--- src/rtl/salwc_pkg.sv ---
// Shared definitions for the set-associative LRU writeback cache unit.
// Holds default sizes, the lookup status struct and elaboration helpers.
// No dependencies.
package salwc_pkg;

    localparam int DEF_WAYS         = 4;
    localparam int DEF_BLOCK_BYTES  = 64;
    localparam int DEF_SETS         = 64;
    localparam int DEF_ADDRESS_BITS = 64;

    localparam int COUNT_W = 32;

    // Outcome of one lookup, passed from the lookup logic to the top level.
    typedef struct packed {
        logic hit;
        logic evicted;
        logic evicted_dirty;
    } salwc_status_t;

    // Largest n with 2**n <= v; used on constants only.
    function automatic int floor_log2(input int v);
        int r;
        r = 0;
        for (int i = 1; i < 31; i++) begin
            if ((v >> i) != 0) begin
                r = i;
            end
        end
        return r;
    endfunction

endpackage

--- src/rtl/salwc_lookup.sv ---
// Way compare, victim selection and row update for one access.
// Depends on salwc_pkg (status struct).
module salwc_lookup #(
    parameter int WAYS   = 4,
    parameter int TAG_W  = 52,
    parameter int RANK_W = 2
) (
    input  logic [WAYS*(TAG_W+1+RANK_W)-1:0] row_rd,
    input  logic [WAYS-1:0]                  set_valid,
    input  logic [TAG_W-1:0]                 tag,
    input  logic                             write,
    output logic [WAYS*(TAG_W+1+RANK_W)-1:0] row_wr,
    output logic [WAYS-1:0]                  valid_wr,
    output salwc_pkg::salwc_status_t         status,
    output logic [TAG_W-1:0]                 ev_tag
);

    localparam int DIRTY_LO = WAYS * TAG_W;
    localparam int RANK_LO  = WAYS * (TAG_W + 1);

    logic [TAG_W-1:0]  tag_v   [WAYS];
    logic [WAYS-1:0]   dirty_v;
    logic [RANK_W-1:0] rank_v  [WAYS];
    logic              hit_found;
    logic              inv_found;
    logic [RANK_W-1:0] hit_way;
    logic [RANK_W-1:0] inv_way;
    logic [RANK_W-1:0] lru_way;
    logic [RANK_W-1:0] way;
    logic [RANK_W-1:0] old_rank;

    // Unpack the row; a set with no valid line still has its reset ranks.
    always_comb begin
        for (int w = 0; w < WAYS; w++) begin
            tag_v[w]   = row_rd[w*TAG_W +: TAG_W];
            dirty_v[w] = row_rd[DIRTY_LO + w];
            if (set_valid == '0) begin
                rank_v[w] = RANK_W'(w);
            end else begin
                rank_v[w] = row_rd[RANK_LO + w*RANK_W +: RANK_W];
            end
        end
    end

    // Ranks form a permutation, so the LRU way is the one at rank zero.
    always_comb begin
        hit_found = 1'b0;
        inv_found = 1'b0;
        hit_way   = '0;
        inv_way   = '0;
        lru_way   = '0;
        for (int w = WAYS - 1; w >= 0; w--) begin
            if (set_valid[w] && (tag_v[w] == tag)) begin
                hit_found = 1'b1;
                hit_way   = RANK_W'(w);
            end
            if (!set_valid[w]) begin
                inv_found = 1'b1;
                inv_way   = RANK_W'(w);
            end
            if (rank_v[w] == '0) begin
                lru_way = RANK_W'(w);
            end
        end
        if (hit_found) begin
            way = hit_way;
        end else if (inv_found) begin
            way = inv_way;
        end else begin
            way = lru_way;
        end
        old_rank = rank_v[way];
    end

    always_comb begin
        status.hit           = hit_found;
        status.evicted       = !hit_found && !inv_found;
        status.evicted_dirty = !hit_found && !inv_found && dirty_v[way];
        ev_tag               = tag_v[way];
    end

    // Build the updated row: fill or mark dirty, then move the way to MRU.
    always_comb begin
        for (int w = 0; w < WAYS; w++) begin
            if (RANK_W'(w) == way) begin
                row_wr[w*TAG_W +: TAG_W]                = hit_found ? tag_v[w] : tag;
                row_wr[DIRTY_LO + w]                    = hit_found ? (dirty_v[w] | write)
                                                                    : write;
                row_wr[RANK_LO + w*RANK_W +: RANK_W]    = RANK_W'(WAYS - 1);
                valid_wr[w]                             = 1'b1;
            end else begin
                row_wr[w*TAG_W +: TAG_W]                = tag_v[w];
                row_wr[DIRTY_LO + w]                    = dirty_v[w];
                row_wr[RANK_LO + w*RANK_W +: RANK_W]    = (rank_v[w] > old_rank)
                                                          ? rank_v[w] - 1'b1 : rank_v[w];
                valid_wr[w]                             = set_valid[w];
            end
        end
    end

endmodule

--- config.mk ---
export PLATFORM = sky130hd
export DESIGN_NAME = salwc_lookup
export DESIGN_NICKNAME = d
export VERILOG_FILES = /design/src/rtl/salwc_pkg.sv /design/src/rtl/salwc_lookup.sv
export SDC_FILE = /design/constraint.sdc
export NUM_CORES = 1
export LEC_CHECK = 0
export ABC_CLOCK_PERIOD_IN_PS = 6600
export BUFFER_PORTS_ARGS = -buffer_cell sky130_fd_sc_hd__buf_2
export CAP_MARGIN = 20
export CORE_AREA = 3 3 218 220
export DETAILED_ROUTE_END_ITERATION = 6
export DIE_AREA = 0 0 221 223
export SYNTH_ARGS = -nofsm -noshare
export SYNTH_HDL_FRONTEND = slang
export SYNTH_SLANG_ARGS = --single-unit
export TNS_END_PERCENT = 5
--- constraint.sdc ---
create_clock -name vclk -period 6.6
set_input_delay 0.66 -clock vclk [all_inputs]
set_output_delay 0.66 -clock vclk [all_outputs]
set_load 0.01 [all_outputs]
==> run metrics, run 1 <==
CP startpoint=tag[5]; core area=45,500 sq um; WP buf/inv=4; setup TNS=0 ns; top-area cell type share of the netlist area=approximately 16%; Max IR drop VDD=0.0364 mV; layout clock buffer count=0; Critical Path RT=5.94 ns; pin slew with the least headroom to its limit=1.01 ns; endpoints failing setup=0; fmax=0.164 GHz; pwr/cell area=100 nW/um^2; total setup buffers inserted after CTS=0; GRT Overall Usage=24.1%; Max Cap Viol=0; leak pwr=about 5.6 nW; first-pass GRT wire length=86.3 mm; slew margin rel.=about a third; Yosys warning total=0; HP Class=in2out; Vias=10,800; initial antenna violation count=8; TritonRoute pass-1 iters=7; largest net degree at the start of global routing=61; Die X=221 microns; vias in the first global route=10,900; Worst Hold Launch=row_rd[205]; Detailed Route Iter0 Violations=699; critical path endpoint category=primary output; Seq cells=0; proportion of layout cells with a drive suffix above 1=between 40 and 50%; post-synth cell types=64; nets=1,841; Mapped Area=8520 sq um; PortBufs=roughly 560; RSZ-0062 raised after global routing=false; register area=0 sq um; Routed Antenna Nets=0; final count of hold timing violations=0; family with the most delay on the worst path=simple AND/OR/NAND/NOR gates; syn nets=around 1,400; Crit Path Class=in2out; Critical Path, Cell by Cell=buf_2 > xor2_1 > nor4_1 > nand4_1 > nor4_2 > a32o_1 > o21a_4 > buf_4 > nor2_4 > nand2_2 > buf_4 > mux2_2 > buf_2; worst-path fanout max=60; FILL cells=5,090; fin crit period=just over 6 ns; DIE HEIGHT=223 microns; GPL Wtd Cong=0.917; HPWL after detailed placement=54.9 mm; wirelength, routed=63.6 mm; Final Cycle Share=92.6%; Yosys top cell by area=mux2_4; sequential area share after synthesis=0%; max-slew violations=0; CP max stage cell=nor4_2; hold buffers post-CTS=0; drt wl/cell=29.4 microns; CP arrival=around 5.5 ns; Die Footprint=49,300 sq um; Via density=4.99; total gr overflow=0; # IOs=556; Initial Utilization=a little under a fifth; CTS resizes=0; startpoint types=primary input; leading cell types by total area after synthesis=mux2_4, xnor2_1, mux2_2; status=finished clean; Area growth, synth to finish=37.1%; post-layout total power=approximately 0.0012 W; Worst path max stage delay=0.87 ns; mean post-synth cell area=7.85 sq um; DRC viols=0; row cnt=just under 80; Cells after Synth=1,085
## power by group
part / internal (W) / switching (W)
clock: 0.000000000143 / 0
sequential: 0 / 0
combinational: 0.000457 / 0.000714
total: 0.000457 / 0.000714
## kinds of logic (layout without fill, tap and decap cells)
kind of cell	Yosys count	count (layout)	synth area share (%)
and+or+nand+nor	330	330	22.3
muxes	239	239	34.7
AOI/OAI and AO/OA	199	199	15.3
xor gates and xnor gates	180	180	18.6
buffers and inverters	128	597	7.70
adders and majority gates	9	9	1.29
other	0	7	0
## cell usage after synthesis (4+ instances only)
library cell	number
mux2i_1	57
nor4b_1	5
o21ai_1	4
mux2_2	73
nand2b_1	45
or2_2	6
o21ai_0	36
o22ai_1	5
inv_1	23
clkbuf_1	39
and4_1	6
mux2_4	90
o2111ai_1	7
nor4_1	33
nand3_1	17
nand4_1	47
and2_1	52
mux2_1	19
nor2_1	24
nor3_1	14
buf_2	41
and3_1	8
a22o_1	4
xor2_1	68
ha_1	8
buf_4	9
xnor2_1	111
buf_6	12
a21oi_1	63
a31oi_1	4
a211oi_1	51
nand2_1	57
buf_1	4
or4_1	4
## cell usage in the layout, fill, tap and decap left out, types with 4 or more instances in the layout
cell and instances:
a211oi_1 51, a21oi_1 63, a22o_1 4, a31oi_1 4, and2_1 52, and3_1 8
and4_1 6, buf_2 556, buf_4 16, diode_2 7, ha_1 8, inv_1 23
mux2_1 19, mux2_2 73, mux2_4 90, mux2i_1 57, nand2_1 55, nand2b_1 45
nand3_1 17, nand4_1 47, nor2_1 24, nor3_1 14, nor4_1 33, nor4b_1 5
o2111ai_1 7, o21ai_0 36, o21ai_1 4, o22ai_1 5, or2_2 6, or4_1 4
xnor2_1 111, xor2_1 68
## worst min-delay path: stages
cell     delay (ns)
buf_2          0.09
nand2_1        0.04
o21ai_0        0.06
buf_2          0.13
## routing by layer
layer | wire length [microns] | GRT usage (%)
met5 | 13 | 0
met4 | 1560 | 5.07
met3 | 3530 | 3.37
met2 | 32100 | 44.4
met1 | 26400 | 29.7
## final timing paths
check | end | slack (ns) | cells past startpoint
max | row_wr[27] | 0.49 | 13
min | row_wr[205] | 1.64 | 4
## per-stage QoR
stage / std cells / cell area, sq um / worst slack (ns) / hold slack [ns] / utilization [%]
finish: 2161 / 11700 / 0.488 / 1.64 / 25.7
global route: 2158 / 11700 / 0.198 / 1.66 / 25.7
CTS: 2154 / 11700 / 0.451 / 1.64 / 25.6
detailed placement: 2154 / 11700 / 0.461 / 1.63 / 25.6
global placement: 2154 / 11700 / 0.475 / 1.64 / 25.6
floorplan: 1085 / 8520 / 1.35 / 1.42 / -
## area by class of cell
class | instances | area, sq um | share of cell area [%]
multi-input cells | 957 | 7880 | 67.5
repair buffers | 574 | 2940 | 25.2
well taps | 600 | 751 | 6.43
inverters | 23 | 86.3 | 0.739
diodes | 7 | 17.5 | 0.150
No activity file was read; power rests on OpenSTA's default activity.
==> run 2, diff against run 1 <==
Settings changed: REMOVE_ABC_BUFFERS set to 1.
==> run 2 against run 1 <==
  * First-iteration DRC count down 10%
  * Clock-buffer cell count unchanged
  * Global-route usage fell by 1.1 points
  * Highest routed layer is now met4
  * Critical path type unchanged
  * Critical endpoint is now row_wr[212]
==> run metrics, run 2 (synthesized netlist as in run 1, its figures left out) <==
CP arrival=~5.6 ns; RSZ-0062 raised after global routing=false; drt wl/cell=28.2 microns; Via density=around 5; largest net degree at the start of global routing=61; GRT Overall Usage=23.0%; leak pwr=between 5 and 6 nW; post-route cell area=11,800 sq um; DRC viols=0; power share of the clock group=0%; Cells after DPL=2,163; pin slew with the least headroom to its limit=around 0.95 ns; core area=45,500 sq um; WP buf/inv=2; status=finished clean; Die X=221 microns; family with the most delay on the worst path=simple AND/OR/NAND/NOR gates; hold slack=1.64 ns; worst-path fanout max=8; FILL cells=approximately 5,000; Die Footprint=slightly below 50,000 sq um; PortBufs=roughly 560; endpoints failing setup=0; wirelength, routed=roughly 61 mm; slew margin rel.=a little over a third; proportion of layout cells with a drive suffix above 1=49.2%; Max IR drop VDD=0.0420 mV; layout clock buffer count=0; power share of the sequential group=0%; total gr overflow=0; DP Area=between 10,000 and 15,000 sq um; GPL Wtd Cong=0.927; pwr/cell area=~99 nW/um^2; initial antenna violation count=4; # IOs=556; Crit Path Class=in2out; Vias=10,800; Seq cells=0; startpoint types=primary input; Final Cycle Share=94.8%; Cell Int Power=0.000463 W; Gate power share=100.0%; vias in the first global route=10,700; area of the multi-input gates=between 7000 and 8000 sq um; first-pass GRT wire length=83.1 mm; fin crit period=6.26 ns; max-slew violations=0; Critical Path, Cell by Cell=buf_2 > xor2_1 > nor4_1 > nand4_1 > nor3_1 > a32o_1 > o21a_4 > mux2_2 > a21oi_1 > ha_1 > or2_2 > a21oi_1 > o21ai_0 > mux2i_1 > buf_2; fmax=0.160 GHz; Critical Path RT=just under 6 ns; row cnt=78; commonest cells after routing, fill and taps aside=buf_2, xnor2_1, mux2_4, mux2_2, xor2_1; total setup buffers inserted after CTS=0; register area=0 sq um; commonest non-fill, non-tap cell in the layout=buf_2; nets=about 1,900; CP max stage cell=nor3_1; Detailed Route Iter0 Violations=626; sw power=0.000704 W; Max Cap Viol=0; hold buffers post-CTS=0; Initial Utilization=18.7%; critical path endpoint category=primary output; HP Class=in2out; final count of hold timing violations=0; switch share=between 60% and 70%; Worst path max stage delay=0.68 ns; Non-Filler Instances=2,164; HPWL after detailed placement=53.0 mm; CTS resizes=0; TritonRoute pass-1 iters=5; DIE HEIGHT=223 microns; Area growth, synth to finish=38.0%; Routed Antenna Nets=0
==> run 2: changes by cell type in the layout (fill, tap and decap cells not counted) <==
cell	change
buf_4	+7
buf_12	+2
diode_2	-6
==> run 2: layout make-up <==
cell class	instances	area share, %
tap	600	6.39
timing repair buffer	583	25.8
multi-input combinational	957	67.0
antenna	1	0.0213
inverter	23	0.735
==> run 2: path summary, 6_finish.rpt <==
| kind | start | to | slack [ns] | depth (start not counted) |
|---|---|---|---|---|
| min | row_rd[205] | row_wr[205] | 1.64 | 4 |
| max | tag[19] | row_wr[212] | 0.34 | 15 |
==> run 2: routing by layer <==
layer / GRT usage (%) / vias up / part of all wire [%]
met5: 0 / - / 0
li1: - / 4930 / -
met1: 29.0 / 5257 / 42
met2: 40.5 / 571 / 48
met4: 6.27 / 0 / 3.2
met3: 3.78 / 75 / 6.3
==> run 2: power by group through the flow <==
stage	combinational [W]	clock (W)	sequential [W]
final	0.00117	0.0000000000203	0
after global placement	0.00117	0	0
after global routing	0.00124	0.0000000000203	0
after floorplan	0.000570	0	0
after detailed placement	0.00117	0	0
after CTS	0.00117	0	0
==> run 2: through the flow <==
step | setup TNS, ns | setup WS [ns] | util, % | power, W
after CTS | 0 | 0.384 | 25.8 | 0.00117
after global placement | 0 | 0.315 | 25.8 | 0.00117
final | 0 | 0.342 | 25.8 | 0.00117
after detailed placement | 0 | 0.418 | 25.8 | 0.00117
after floorplan | -57.90 | -0.829 | - | 0.000570
after global routing | 0 | 0.151 | 25.8 | 0.00124
==> run 3, diff against run 2 <==
Settings changed: CORE_AREA 3 3 218 220 to 3 3 213 215, DIE_AREA 0 0 221 223 to 0 0 216 218, GPL_TIMING_DRIVEN set to 0.
==> run 3 against run 2 <==
  * Wire length grew 0.15%
  * Fmax shrank 2.0%
  * Largest power group unchanged
  * Via count shrank 0.19%
  * Power grew 0.31%
  * Global-route usage grew 1.2 points
==> run metrics, run 3 (synthesized netlist as in run 1, its figures left out) <==
status=finished clean; Worst Slack Setup Final=0.211 ns; wirelength, routed=61.0 mm; Area growth, synth to finish=38.5%; initial antenna violation count=2; Crit Path Class=in2out; commonest cells after routing, fill and taps aside=buf_2, xnor2_1, mux2_4, mux2_2, xor2_1; endpoints failing setup=0; drt wl/cell=about 28 microns; Max Cap Viol=0; largest net degree at the start of global routing=slightly above 60; worst-path fanout max=16; commonest non-fill, non-tap cell in the layout=buf_2; max-slew violations=0; row cnt=77; Worst Hold Path EP=row_wr[208]; DIE HEIGHT=218 microns; PortBufs=~560; Initial Utilization=~19%; register area=0 sq um; pin slew with the least headroom to its limit=around 1.2 ns; Critical Path RT=5.94 ns; GRT Overall Usage=24.2%; fmax=0.157 GHz; Final Cycle Share=96.8%; FILL cells=approximately 5,000; layout clock buffer count=0; HPWL after detailed placement=49.6 mm; fin crit period=6.39 ns; # IOs=556; worst hold path cell count=3; Die Footprint=~47,000 sq um; CP arrival=~5.7 ns; Max IR drop VDD=0.0383 mV; nets=1,839; startpoint types=primary input; slew margin rel.=22.3%; critical path endpoint category=primary output; final count of hold timing violations=0; Via density=5.04; pre-CTS setup slack=-0.849 ns; HP Class=in2out; pwr/cell area=99.2 nW/um^2; vias in the first global route=10,500; hold buffers post-CTS=0; first-pass GRT wire length=82.5 mm; RSZ-0062 raised after global routing=false; TritonRoute pass-1 iters=7; Antenna diodes=0; core area=43,900 sq um; Worst Hold Launch=row_rd[208]; proportion of layout cells with a drive suffix above 1=49.3%; post-route cell area=11,800 sq um; Die X=around 220 microns; Vias=~11,000; DRC viols=0; total gr overflow=0; Detailed Route Iter0 Violations=between 600 and 700; Routed Antenna Nets=0; Seq cells=0; GPL Wtd Cong=slightly below 0.9; leak pwr=roughly 5.7 nW; DP Area=11,600 sq um
run 3: cell types whose count changed in the layout (fill, tap and decap cells not counted), sizes merged:
cell,change
buf,-16
o21ai,+1
o21a,+2
a21o,+2
diode,-1
run 3: power breakdown:
part | leakage [nW] | switching [W] | internal [W]
logic | 5.68 | 0.000705 | 0.000465
clock network | 0 | 0 | 0
registers | 0 | 0 | 0
total | 5.68 | 0.000705 | 0.000465
run 3: what timing repair did:
item                       CTS  global route
buffers inserted             1             3
setup endpoints to repair   55             1
gates cloned                 5             0
resized for setup            6             2
pin swaps                    1             0
run 3: how the worst max path moves through the flow:
stage / startpoint / to / slack (ns) / cells after the start
floorplan: set_valid[3] / row_wr[218] / -0.83 / 17
global placement: set_valid[3] / row_wr[218] / -4.37 / 19
detailed placement: tag[11] / row_wr[218] / -0.85 / 17
CTS: set_valid[3] / row_wr[218] / 0.03 / 22
global route: set_valid[3] / row_wr[218] / 0.003 / 19
finish: tag[28] / row_wr[218] / 0.21 / 18
run 3: per-layer routing:
metal	share of wire (%)	vias up	GRT usage (%)
met5	0.011	-	0
met4	1.5	2	2.80
met3	4.5	44	1.21
met2	49	551	44.0
met1	45	5302	32.6
li1	-	4913	-
run 3: critical path, cell delays in order:
cell     delay (ns)
buf_2          0.18
xor2_1         0.23
nor4_1         0.81
nand4_1        0.16
nor3_1         0.53
a32o_2         0.41
o21a_4         0.46
mux2_2         0.40
a21oi_2        0.13
buf_4          0.17
ha_1           0.25
nor2_1         0.25
nand3_1        0.11
a21oi_1        0.15
o22ai_1        0.10
and4b_1        0.22
nor2_1         0.29
buf_2          0.20
run 3: final cells by class:
type	instances	area, sq um	share of cell area (%)
multi-input combinational	962	7980	67.6
timing repair buffer	567	2990	25.4
inverter	23	86.3	0.732
tap	592	741	6.28
run 3: through the flow:
step	TNS [ns]	instances	hold WS (ns)	total power, W	utilization (%)
6_report	0	2144	1.66	0.00117	26.8
5_1_grt	0	2144	1.67	0.00124	26.8
4_1_cts	0	2140	1.65	0.00117	26.7
3_5_place_dp	-7.36	2134	1.65	0.00115	26.5
3_3_place_gp	-700.62	2128	1.64	0.00116	26.1
2_1_floorplan	-57.90	980	1.42	0.000570	-
